==> src/rtl/core/websocket_frame_deframer_top_macros.svh <==
// Assertion macros shared by the frame deframer RTL.
`ifndef WEBSOCKET_FRAME_DEFRAMER_TOP_MACROS_SVH
`define WEBSOCKET_FRAME_DEFRAMER_TOP_MACROS_SVH

// Same-cycle implication, checked at every rising edge outside reset.
`define WSD_ASSERT_NOW(lbl, ante, cons, msg) \
  lbl: assert property (@(posedge clk) disable iff (!rst_n) (ante) |-> (cons)) \
    else $error(msg);

// Next-cycle implication, checked at every rising edge outside reset.
`define WSD_ASSERT_NEXT(lbl, ante, cons, msg) \
  lbl: assert property (@(posedge clk) disable iff (!rst_n) (ante) |=> (cons)) \
    else $error(msg);

`endif

==> src/rtl/core/wsd_pkg.sv <==
// Shared types and codes for the frame deframer.
package wsd_pkg;

  localparam logic [1:0] KIND_HEADER   = 2'd0;
  localparam logic [1:0] KIND_PAYLOAD  = 2'd1;
  localparam logic [1:0] KIND_UNMASKED = 2'd2;
  localparam logic [1:0] KIND_TOO_LONG = 2'd3;

  localparam logic [6:0] LEN7_EXT16 = 7'd126;
  localparam logic [6:0] LEN7_EXT64 = 7'd127;

  localparam logic [31:0] MAX_LEN_RESET = 32'd65535;

  typedef struct packed {
    logic [1:0]  kind;
    logic [7:0]  payload_byte;
    logic [3:0]  opcode;
    logic        fin;
    logic [31:0] length;
    logic        last;
  } wsd_res_t;

endpackage

==> src/rtl/core/wsd_parser.sv <==
// Header parser and payload unmasker: holds the frame state, one byte per accepted transaction.
module wsd_parser import wsd_pkg::*; (
  input  logic        clk,
  input  logic        rst_n,
  input  logic        byte_fire,
  input  logic [7:0]  rx_byte,
  input  logic [31:0] max_len,
  output logic        res_fire,
  output wsd_res_t    res
);

  typedef enum logic [2:0] {
    PH_BYTE0   = 3'd0,
    PH_BYTE1   = 3'd1,
    PH_EXT16   = 3'd2,
    PH_EXT64   = 3'd3,
    PH_KEY     = 3'd4,
    PH_PAYLOAD = 3'd5
  } phase_t;

  phase_t      phase_r, phase_nxt;
  logic [2:0]  hcnt_r, hcnt_nxt;
  logic [63:0] acc_r, acc_nxt;
  logic [31:0] key_r, key_nxt;
  logic [31:0] idx_r, idx_nxt;
  logic [3:0]  opcode_r, opcode_nxt;
  logic        fin_r, fin_nxt;

  logic [63:0] len_chk;
  logic        too_long;
  logic [31:0] len_sat;
  logic [7:0]  key_byte;
  logic        last_byte;

  // Candidate length for the check: the 7-bit field, or one more extended byte.
  assign len_chk  = (phase_r == PH_BYTE1) ? {57'd0, rx_byte[6:0]} : {acc_r[55:0], rx_byte};
  assign too_long = (len_chk[63:32] != 32'd0) || (len_chk[31:0] > max_len);
  assign len_sat  = (len_chk[63:32] != 32'd0) ? 32'hFFFF_FFFF : len_chk[31:0];

  // The first key byte on the wire sits in the top byte of the key register.
  always_comb begin
    case (idx_r[1:0])
      2'd0:    key_byte = key_r[31:24];
      2'd1:    key_byte = key_r[23:16];
      2'd2:    key_byte = key_r[15:8];
      default: key_byte = key_r[7:0];
    endcase
  end

  assign last_byte = ({1'b0, idx_r} + 33'd1) >= {1'b0, acc_r[31:0]};

  always_comb begin
    phase_nxt  = phase_r;
    hcnt_nxt   = hcnt_r;
    acc_nxt    = acc_r;
    key_nxt    = key_r;
    idx_nxt    = idx_r;
    opcode_nxt = opcode_r;
    fin_nxt    = fin_r;
    res_fire   = 1'b0;
    res        = '{kind: KIND_HEADER, payload_byte: 8'd0, opcode: opcode_r, fin: fin_r,
                   length: 32'd0, last: 1'b0};
    unique case (phase_r)
      PH_BYTE1: begin
        acc_nxt = 64'd0;
        if (!rx_byte[7]) begin
          res_fire    = 1'b1;
          res.kind    = KIND_UNMASKED;
          res.last    = 1'b1;
          phase_nxt   = PH_BYTE0;
        end else begin
          hcnt_nxt = 3'd0;
          if (rx_byte[6:0] == LEN7_EXT16) begin
            phase_nxt = PH_EXT16;
          end else if (rx_byte[6:0] == LEN7_EXT64) begin
            phase_nxt = PH_EXT64;
          end else begin
            acc_nxt = len_chk;
            if (too_long) begin
              res_fire   = 1'b1;
              res.kind   = KIND_TOO_LONG;
              res.length = len_sat;
              res.last   = 1'b1;
              phase_nxt  = PH_BYTE0;
            end else begin
              phase_nxt = PH_KEY;
            end
          end
        end
      end
      PH_EXT16, PH_EXT64: begin
        acc_nxt = len_chk;
        if ((phase_r == PH_EXT16 && hcnt_r == 3'd1) || (phase_r == PH_EXT64 && hcnt_r == 3'd7))
        begin
          if (too_long) begin
            res_fire   = 1'b1;
            res.kind   = KIND_TOO_LONG;
            res.length = len_sat;
            res.last   = 1'b1;
            phase_nxt  = PH_BYTE0;
          end else begin
            hcnt_nxt  = 3'd0;
            phase_nxt = PH_KEY;
          end
        end else begin
          hcnt_nxt = hcnt_r + 3'd1;
        end
      end
      PH_KEY: begin
        key_nxt = {key_r[23:0], rx_byte};
        if (hcnt_r < 3'd3) begin
          hcnt_nxt = hcnt_r + 3'd1;
        end else begin
          idx_nxt    = 32'd0;
          res_fire   = 1'b1;
          res.kind   = KIND_HEADER;
          res.length = acc_r[31:0];
          if (acc_r == 64'd0) begin
            res.last  = 1'b1;
            phase_nxt = PH_BYTE0;
          end else begin
            phase_nxt = PH_PAYLOAD;
          end
        end
      end
      PH_PAYLOAD: begin
        res_fire         = 1'b1;
        res.kind         = KIND_PAYLOAD;
        res.payload_byte = rx_byte ^ key_byte;
        res.length       = acc_r[31:0];
        res.last         = last_byte;
        idx_nxt          = idx_r + 32'd1;
        if (last_byte) begin
          phase_nxt = PH_BYTE0;
        end
      end
      default: begin
        opcode_nxt = rx_byte[3:0];
        fin_nxt    = rx_byte[7];
        phase_nxt  = PH_BYTE1;
      end
    endcase
  end

  always_ff @(posedge clk) begin
    if (!rst_n) begin
      phase_r  <= PH_BYTE0;
      hcnt_r   <= 3'd0;
      acc_r    <= 64'd0;
      key_r    <= 32'd0;
      idx_r    <= 32'd0;
      opcode_r <= 4'd0;
      fin_r    <= 1'b0;
    end else if (byte_fire) begin
      phase_r  <= phase_nxt;
      hcnt_r   <= hcnt_nxt;
      acc_r    <= acc_nxt;
      key_r    <= key_nxt;
      idx_r    <= idx_nxt;
      opcode_r <= opcode_nxt;
      fin_r    <= fin_nxt;
    end
  end

endmodule

==> src/rtl/core/websocket_frame_deframer_top.sv <==
// Top level of the frame deframer: config register, parser and two-entry result buffer.
//
// The input channel (in_valid/in_ready/in_rx_byte) takes one frame byte per transaction,
// in wire order. The output channel (out_valid/out_ready/out_*) gives zero or one result
// per byte: a header result once the masking key is complete, one result per payload
// byte with the key applied, or an error result that ends the frame.
// A result enters the buffer at the edge at which its byte is taken and is shown on
// out_valid from the main entry. Throughput is one byte per cycle while in_ready is high,
// set by the single register stage of the parser state and the result register after it.
// The result side is a main register plus a skid register, so in_ready depends only on
// local state. When the receiver stalls, one further result is still held in the skid
// entry, and bytes that give no result keep being taken; in_ready drops once both
// entries hold results and rises again when one is taken.
// cfg_wr_en/cfg_wr_data write the maximum payload length, with no wait; write it only
// while the block is idle. Reset (rst_n low, synchronous) empties the buffer, returns
// the parser to waiting for the first header byte and sets the maximum to 65535.
module websocket_frame_deframer_top import wsd_pkg::*; (
  input  logic        clk,
  input  logic        rst_n,
  input  logic        in_valid,
  output logic        in_ready,
  input  logic [7:0]  in_rx_byte,
  output logic        out_valid,
  input  logic        out_ready,
  output logic [1:0]  out_result_kind,
  output logic [7:0]  out_payload_byte,
  output logic [3:0]  out_frame_opcode,
  output logic        out_final_fragment,
  output logic [31:0] out_payload_length,
  output logic        out_last_of_frame,
  input  logic        cfg_wr_en,
  input  logic [31:0] cfg_wr_data
);

`include "websocket_frame_deframer_top_macros.svh"

  logic [31:0] max_len_r;
  logic        main_valid_r;
  logic        skid_valid_r;
  wsd_res_t    main_r;
  wsd_res_t    skid_r;
  wsd_res_t    res;
  logic        res_fire;
  logic        in_fire;
  logic        push;
  logic        pop;

  assign in_ready = !skid_valid_r;
  assign in_fire  = in_valid && in_ready;
  assign push     = in_fire && res_fire;
  assign pop      = main_valid_r && out_ready;

  wsd_parser u_parser (
    .clk       (clk),
    .rst_n     (rst_n),
    .byte_fire (in_fire),
    .rx_byte   (in_rx_byte),
    .max_len   (max_len_r),
    .res_fire  (res_fire),
    .res       (res)
  );

  always_ff @(posedge clk) begin
    if (!rst_n) begin
      max_len_r <= MAX_LEN_RESET;
    end else if (cfg_wr_en) begin
      max_len_r <= cfg_wr_data;
    end
  end

  always_ff @(posedge clk) begin
    if (!rst_n) begin
      main_valid_r <= 1'b0;
      skid_valid_r <= 1'b0;
    end else if (pop) begin
      if (skid_valid_r) begin
        skid_valid_r <= 1'b0;
      end else begin
        main_valid_r <= push;
      end
    end else if (push) begin
      if (main_valid_r) begin
        skid_valid_r <= 1'b1;
      end else begin
        main_valid_r <= 1'b1;
      end
    end
  end

  // Payload side of the buffer; the valid bits above qualify it.
  always_ff @(posedge clk) begin
    if (pop && skid_valid_r) begin
      main_r <= skid_r;
    end else if (push && (pop || !main_valid_r)) begin
      main_r <= res;
    end
    if (push && main_valid_r && !pop) begin
      skid_r <= res;
    end
  end

  assign out_valid          = main_valid_r;
  assign out_result_kind    = main_r.kind;
  assign out_payload_byte   = main_r.payload_byte;
  assign out_frame_opcode   = main_r.opcode;
  assign out_final_fragment = main_r.fin;
  assign out_payload_length = main_r.length;
  assign out_last_of_frame  = main_r.last;

  `WSD_ASSERT_NOW(a_skid_behind_main, skid_valid_r, main_valid_r,
    "skid entry held while main entry is empty")
  `WSD_ASSERT_NOW(a_error_ends_frame,
    out_valid && (out_result_kind == KIND_UNMASKED || out_result_kind == KIND_TOO_LONG),
    out_last_of_frame, "error result does not end the frame")
  `WSD_ASSERT_NOW(a_byte_only_payload, out_valid && out_result_kind != KIND_PAYLOAD,
    out_payload_byte == 8'd0, "nonzero data byte on a non-payload result")
  `WSD_ASSERT_NEXT(a_stall_fills_skid,
    main_valid_r && !out_ready && !skid_valid_r && push, skid_valid_r && main_valid_r,
    "result accepted under a stall was not held in the skid entry")

endmodule
==> config.mk <==
export PLATFORM = sky130hd
export DESIGN_NAME = websocket_frame_deframer_top
export DESIGN_NICKNAME = d
export VERILOG_FILES = /design/src/rtl/core/wsd_pkg.sv /design/src/rtl/core/wsd_parser.sv /design/src/rtl/core/websocket_frame_deframer_top.sv
export VERILOG_INCLUDE_DIRS = /design/src /design/src/rtl/core
export SDC_FILE = /design/constraint.sdc
export NUM_CORES = 1
export LEC_CHECK = 0
export BUFFER_PORTS_ARGS = -buffer_cell sky130_fd_sc_hd__buf_2
export CAP_MARGIN = 15
export CORE_MARGIN = 2
export CORE_UTILIZATION = 40
export CTS_BUF_LIST = sky130_fd_sc_hd__clkbuf_16
export CTS_CLUSTER_SIZE = 16
export DETAILED_ROUTE_END_ITERATION = 8
export GPL_ROUTABILITY_DRIVEN = 1
export GPL_TIMING_DRIVEN = 0
export PLACE_DENSITY_LB_ADDON = 0.3
export SLEW_MARGIN = 10
export SYNTH_ARGS = -nofsm -noshare
export SYNTH_HDL_FRONTEND = slang
export SYNTH_SLANG_ARGS = --single-unit
==> constraint.sdc <==
create_clock -name clk -period 15.2 [get_ports clk]
set_input_delay 0.76 -clock clk [delete_from_list [all_inputs] [get_ports clk]]
set_output_delay 0.76 -clock clk [all_outputs]
set_load 0.05 [all_outputs]
; ---- Yosys cells after proc, flatten, opt, wreduce, memory -nomap -nowiden
; Cells that the tools add are included.
[word_totals]
output_inout_bits = 50
word_cells = 134
register_bits = 269
in_bits = 45
[op_classes]
bitwise_logic = 3
n_lt_le_gt_ge = 3
n_eq_ne = 18
n_mux = 51
addsub = 3
reduce_logical = 34
[ops]
columns = operator, n
row1 = $mux W64, 4
row2 = $mux W33, 5
row3 = $pmux W33 S4, 1
row4 = $pmux W64 S2, 1
row5 = $mux W32, 3
row6 = $mux W48, 2
row7 = $logic_not A64 Y1, 1
row8 = $pmux W32 S2, 1
row9 = $mux W3, 12
row10 = $add A32 B1 Y33 const B, 1
row11 = $ge A33 B32 Y1, 1
row12 = $add A32 B1 Y32 const B, 1
row13 = $gt A32 B32 Y1, 1
row14 = $reduce_bool A32 Y1, 1
row15 = $pmux W8 S3, 1
row16 = $eq A7 B7 Y1 const B, 2
row17 = $pmux W3 S4, 1
row18 = $mux W1, 11
row19 = $mux W2, 5
row20 = $reduce_and A2 Y1, 5
row21 = $eq A3 B3 Y1 const B, 3
row22 = $logic_and A1 B1 Y1, 9
row23 = $pmux W3 S3, 1
row24 = $mux W8, 1
row25 = other kinds (23), 38

; ---- Depth between registers and ports, before layout
; Gate-level depths: netlist of the first run.
[logic_depth]
depth_word = 13
ltp_mapped = 18
depth_no_buf = 18

; ---- Hierarchy
; Synthesis of the first run repeated with hierarchy kept, for this count alone.
[unflattened]
hier_cells = 1393
area_unflattened_um2 = 13385.3
[by_module_without_submodules]
columns = mod, cells_per_inst, n_inst, area_per_inst_um2
row1 = wsd_parser, 1125, 1, 8573.2
row2 = websocket_frame_deframer_top, 268, 1, 4812.1

; ---- Worst setup path after synthesis of the first run
; Ideal clock, no wire load.
[synth_path]
path_type = flip-flop to flip-flop
start = register u_parser.phase_r[0]
end = register main_r, in the netlist out_final_fragment, enable pin
path_slack_ps = 6460
setup_time_ps = 586
path_stages_with_launch = 14
t_arrival_ps = 8154
path_buffers = 2
path_cell_list = dfxtp_1 nor3b_2 clkbuf_1 clkbuf_1 nor2_1 ha_1 and4_1 o311ai_0 or4b_4 nand3_1 nand3_1 o311ai_1 nor2_1 o41ai_1
[synth_via]
elab_chain_cells = 12
word_cells_on_any_way = 22
[synth_lines]
columns = item, line_no
row1 = start: declaration, wsd_parser.sv:21  ; phase_t phase_r, phase_nxt;
row2 = start signal: assignment, wsd_parser.sv:155  ; phase_r <= phase_nxt;
row3 = $eq A3 B1 Y1, "wsd_parser.sv:36, wsd_parser.sv:63"
row4 = $mux W64, wsd_parser.sv:36  ; assign len_chk = (phase_r == PH_BYTE1) ? {57'd0, rx_byte[6:0]} : {acc_r[55:0], rx_byte};
row5 = $gt A32 B32 Y1 or $reduce_bool A32 Y1 (tied branches), wsd_parser.sv:37  ; assign too_long = (len_chk[63:32] != 32'd0) || (len_chk[31:0] > max_len);
row6 = $logic_or A1 B1 Y1, wsd_parser.sv:37
row7 = $mux W1, "wsd_parser.sv:79, wsd_parser.sv:95"
row8 = $mux W1, wsd_parser.sv:75  ; end else if (rx_byte[6:0] == LEN7_EXT64) begin
row9 = $mux W1, wsd_parser.sv:73  ; if (rx_byte[6:0] == LEN7_EXT16) begin
row10 = $mux W1, wsd_parser.sv:66  ; if (!rx_byte[7]) begin
row11 = $pmux W1 S4 *, wsd_parser.sv:63  ; unique case (phase_r)
row12 = $logic_and A1 B1 Y1 *, websocket_frame_deframer_top.sv:50  ; assign push = in_fire && res_fire;
row13 = $logic_and A1 B1 Y1 *, websocket_frame_deframer_top.sv:94  ; end else if (push && (pop || !main_valid_r)) begin
row14 = $reduce_bool A2 Y1 (no line) *, --
row15 = end signal: assignment, websocket_frame_deframer_top.sv:93  ; main_r <= skid_r;
row16 = end signal: assignment, websocket_frame_deframer_top.sv:95  ; main_r <= res;
row17 = end: declaration, websocket_frame_deframer_top.sv:40  ; wsd_res_t main_r;
; Mark *: on every way between the ends. The rest lies on a longest branch, timed or not.
; A chain may end at the register's enable or synchronous reset.

; ---- Worst setup path in the final report of the first run
[layout_path]
start = register u_parser.phase_r[0]
end = register main_r, in the netlist out_payload_length[26], enable pin
; The elaborated chain is that of the path after synthesis.

==> impl_metrics.ini, run 1 <==
[setup_path]
r2r_setup_slack_ps = 8760
worstPathRequired_ps = 15440
critPathCaptureType = register
start_kind = register
worstPathArrival_ps = 6680
crit_type = register to register
cp_max_fo = 10

[power_and_ir_drop]
power_mw = 1.59
p_per_area_nw_per_um2 = 102
ir_drop_mv = 0.0721
leakage_nw = 5.97

[timing]
fin_setup_tns_ps = 0
setup_viol = 0
fin_ws_ps = 8760
hold_viol = 0
fmax_mhz = 155
final_max_slew_viol_count = 0
rsz0062_at_grt = no
worstMarginPinSlew_ps = 970
period_needed_ps = 6440
skew_ps = 16.6
fin_crit_sh_pct = 42.4
slew-limit-headroom_pct = 35.4

[logic_synthesis]
async_reset_ff_share_pct = 0
synth.distinct_cells = 65
syn_inst = 1445
syn_nets = 1557
ys_seq_area_share_pct = 47.2
post_synth.cell_area_avg_sq_um = 9.30
ys_warn_count = 0
synth_area_sq_um = 13400
synth_edf_count = 96
synth_flop_cell = dfxtp_1
ys_ff_latch = 269

[detailed_routing]
drtPass1Iterations = 6
vias = 11000
wire_per_inst_um = 17.7
first_iter_violations = 936
wl_um = 36300
ant_nets = 0
via_per_inst = 5.36
drc = 0

[floorplan]
dieHeight_um = 187
num_io_pins = 95
core_sq_um = 33300
row_count = 67
die_x_um = 187
initial_core_util_pct = 40.4
dieArea_sq_um = 35100

[cts]
postCtsSetupRepairBufs = 0
ctsLongestPathBuffers = 3
clkSlewWorstSetupHoldPaths_ps = 60
cts-root-buf = clkbuf_16
cts_made_buffers = 28
cts_tree = yes
cts.sinks = 269
h-tree-depth = 1
cts_resized = 0
cts_hold_buf = 0
insertion_delay_ps = 550

[finish]
syn_to_final_growth_pct = 15.5
mostFrequentLayoutCells = 215 x nand2_1, 173 x dfxtp_1, 118 x nor2b_1, 101 x nor2_1, 96 x edfxtp_1
fin_util_pct = 46.7
nets = 1688
post_route_cells_drive_above_1_share_pct = 11.7
diodes = 0
layout_commonest_cell = nand2_1

[outcome]
status = complete, no violations

[place]
pre_cts_ws_ps = 8870
io_buffers = 91
hpwl_um = 27400
place.gp.congestion = 0.900

[worst_hold_path]
hp-class = input port to register

[grt]
grt_first_pass_wirelength_um = 57100
grt_overflow = 0
grt_use_total_pct = 20.3
first_global_vias = 10200
grt_max_degree = 15
antenna_found_initial = 0

[run]
drv_cap = 0
## metal layers
metal  vias up  wire [um]  GRT usage [%]  share of wire, %
li1       5345          -              -                 -
met1      5129      16900           29.4                47
met2       432      16100           31.9                44
met3        51       2460           2.29               6.8
met4         0        861           5.74               2.4
met5         -          0              0                 0
## power breakdown
group | total, mW | switching (mW) | internal, mW
registers | 0.758 | 0.00683 | 0.751
clock network | 0.729 | 0.283 | 0.445
logic | 0.104 | 0.0682 | 0.0356
total | 1.59 | 0.358 | 1.23
## cells in the mapped netlist, drive strengths merged, types with 26 or more instances
| master | instances | area [sq um] |
|---|---|---|
| a21boi | 39 | 293 |
| a21o | 26 | 195 |
| a21oi | 41 | 205 |
| a22oi | 78 | 586 |
| clkbuf | 81 | 308 |
| dfxtp | 173 | 3460 |
| edfxtp | 96 | 2880 |
| ha | 67 | 838 |
| inv | 69 | 259 |
| mux2 | 28 | 315 |
| nand2 | 215 | 807 |
| nor2 | 101 | 379 |
| nor2b | 118 | 738 |
| o21ai | 65 | 329 |
## critical path, cell delays in order (launching register included)
cell and delay, ps:
dfxtp_1 510, nor3b_2 310, clkbuf_1 420, clkbuf_1 520
nor2_1 230, ha_1 350, and4_1 280, o311ai_0 180
or4b_4 550, nand3_1 100, nand3_1 150, o311ai_1 720
nor2_1 200, o41ai_2 760, buf_4 300, buf_4 190
buf_4 180, buf_4 180
## cell families after synthesis
family	after synthesis	share of synthesized area, %
AOI/OAI and AO/OA	300	15.1
xor gates and xnor gates	38	2.48
adders and majority gates	67	6.24
buffers and inverters	155	4.37
DFF	269	47.2
muxes	51	4.06
and+or+nand+nor	565	20.5
## registers in the layout, indices dropped and copies added, names as in the netlist, 3 cells and up
register            cells
out_payload_length     32
u_parser.opcode_r       4
u_parser.key_r         32
u_parser.phase_r        3
out_frame_opcode        4
max_len_r              32
u_parser.idx_r         32
out_payload_byte        8
u_parser.hcnt_r         3
skid_r                 48
u_parser.acc_r         64
## area by class of cell
class / count / area, sq um
inverters: 69 / 259
clock inverters: 22 / 256
multi-input cells: 1021 / 6520
repair buffers: 101 / 534
fillers: 3150 / 17700
clock buffers: 29 / 726
plain buffers: 86 / 328
flip-flops and latches: 269 / 6350
well taps: 448 / 561
## worst paths after layout
| path | startpoint | endpoint | depth (start not counted) |
|---|---|---|---|
| setup / recovery | u_parser.phase_r[0]$_SDFFE_PN0P_ | out_payload_length[26]$_DFFE_PP_ | 17 |
| hold / removal | cfg_wr_data[5] | max_len_r[5]$_SDFFE_PN1P_ | 3 |
| setup reg to reg | u_parser.phase_r[0]$_SDFFE_PN0P_ | out_payload_length[26]$_DFFE_PP_ | 17 |
| hold reg to reg | u_parser.opcode_r[2]$_SDFFE_PN0P_ | skid_r[36]$_DFFE_PP_ | 0 |
## stage by stage
stage / hold slack [ps] / cells / instance area, sq um
after CTS: 419 / 2045 / 15500
after floorplan: 430 / 1445 / 13400
after global routing: 429 / 2045 / 15500
after global placement: 437 / 1984 / 14500
final: 429 / 2045 / 15500
after detailed placement: 445 / 1994 / 14600
No activity file was read; power rests on OpenSTA's default activity.
==> run 2: changes to the inputs <==
- clock period: 15.2 -> 6.7 ns (I/O delays scaled with it)
==> impl_metrics.ini, run 2 (synthesis gave the netlist of run 1 again) <==
[outcome]
status = complete, no violations

[place]
dp_cells = 1989
pre_cts_ws_ps = 550
io_buffers = 91
detailed_place.area_sq_um = 14600
hpwl_um = 27500
place.gp.congestion = 0.924

[cts]
cts-root-buf = clkbuf_16
ctsLongestPathBuffers = 3
insertion_delay_ps = 570
cts_made_buffers = 28
h-tree-depth = 1
clkSlewWorstSetupHoldPaths_ps = 60
cts.sinks = 269
cts_tree = yes

[finish]
layout_commonest_cell = nand2_1
reg_top3 = u_parser.acc_r: 64 flops, skid_r: 48 flops
largest_reg_flops = 64
post_route_cells_drive_above_1_share_pct = 11.5
mostFrequentLayoutCells = 215 x nand2_1, 173 x dfxtp_1, 118 x nor2b_1, 101 x nor2_1, 96 x edfxtp_1
nets = 1691
syn_to_final_growth_pct = 15.6
max_flop_register = u_parser.acc_r
fin_cells = 2050
fin_area_sq_um = 15500

[power_and_ir_drop]
ir_drop_mv = 0.177
p_per_area_nw_per_um2 = 223
power_mw = 3.47
leakage_nw = 5.96

[timing]
skew_ps = 16.2
fin_ws_ps = 433
setup_viol = 0
hold_viol = 0
fmax_mhz = 160
final_max_slew_viol_count = 0
period_needed_ps = 6270
fin_hold_ws_ps = 11.0
slew-limit-headroom_pct = 32.0
rsz0062_at_grt = no
worstMarginPinSlew_ps = 1020
fin_crit_sh_pct = 93.5

[floorplan]
core_sq_um = 33300
die_x_um = 187
row_count = 67
dieHeight_um = 187
dieArea_sq_um = 35100
initial_core_util_pct = 40.4
num_io_pins = 95

[setup_path]
critical_path.startpoint = u_parser.phase_r[0]$_SDFFE_PN0P_
critPathCaptureType = register
critPathSlowestCell = o41ai_4
crit_family = simple AND/OR/NAND/NOR gates
cp.buffers_inverters = 4
reg2regPathDepth = 15
cp_max_fo = 15
worstPathArrival_ps = 6530
cpPeakStageDelay_ps = 870
crit_type = register to register
r2r_start = u_parser.phase_r[0]$_SDFFE_PN0P_
cp.depth = 15
start_kind = register
path_cells = nor3b_2 > clkbuf_1 > clkbuf_1 > nor2_1 > ha_1 > and4_1 > o311ai_0 > or4b_4 > nand3_1 > nand3_1 > o311ai_1 > nor2_1 > o41ai_4 > buf_6 > buf_6
worstPathRequired_ps = 6960

[grt]
antenna_found_initial = 0
first_global_vias = 10400
grt_use_total_pct = 20.6
grt_overflow = 0
grt_first_pass_wirelength_um = 58100
grt_max_degree = 22

[detailed_routing]
vias = 10900
drtPass1Iterations = 5
via_per_inst = 5.33
first_iter_violations = 1013
wl_um = 36700
wire_per_inst_um = 17.9
ant_nets = 0
drc = 0

[worst_hold_path]
hp-start = cfg_wr_data[7]
hold_path_depth = 3
hp-class = input port to register

[run]
drv_cap = 0
==> run 2: changes by cell type in the layout (fill, tap and decap cells not counted), sizes merged <==
| cell | before | now |
|---|---|---|
| inv | 69 | 74 |
| diode | 0 | 1 |
| dlygate4sd3 | 0 | 8 |
| clkinv | 13 | 10 |
| buf | 106 | 101 |
| bufinv | 6 | 1 |
| clkinvlp | 3 | 7 |
==> run 2: area by class of cell <==
| type | instances | area (sq um) |
|---|---|---|
| plain buffers | 86 | 328 |
| repair buffers | 104 | 616 |
| clock inverters | 23 | 164 |
| inverters | 69 | 259 |
| diodes | 1 | 2.50 |
| clock buffers | 29 | 726 |
| flip-flops and latches | 269 | 6350 |
| multi-input cells | 1021 | 6540 |
| fillers | 3164 | 17700 |
| well taps | 448 | 561 |
==> run 2: repair_timing <==
action	CTS	global route
setup buffers	0	0
gates resized for setup	0	0
endpoints found under the hold margin	8	0
hold buffers	8	0
==> run 2: path summary, 6_finish.rpt <==
kind                                      end  slack (ps)
max reg2reg  out_payload_length[26]$_DFFE_PP_         430
min reg2reg              skid_r[35]$_DFFE_PP_         460
min                 max_len_r[7]$_SDFFE_PN1P_          10
max          out_payload_length[26]$_DFFE_PP_         430
==> run 2: through the flow <==
step | utilization (%) | setup TNS (ps)
final | 46.7 | 0
after global routing | 46.7 | 0
after CTS | 46.7 | 0
after detailed placement | 43.8 | 0
after global placement | 43.5 | -133580
after floorplan | - | 0
==> run 2: worst min-delay path: cells and delay by family <==
family | cells | cell delay, ps
AO/OA/AOI/OAI | 1 | 70
buffers and inverters | 1 | 80
AND/OR/NAND/NOR | 1 | 50
==> run 2: layer usage <==
metal	track usage [%]	vias to the layer above	wire (um)	part of all wire, %
li1	-	5341	-	-
met1	29.4	5198	17400	47
met2	33.0	318	16400	45
met3	2.10	65	1900	5.2
met4	6.32	0	970	2.6
met5	0	-	0	0
==> run 2: where the power goes <==
part	total [mW]	internal [mW]	leakage, nW	switching, mW
clock network	1.51	0.828	0.430	0.680
logic	0.241	0.0836	3.19	0.157
registers	1.72	1.70	2.34	0.0159
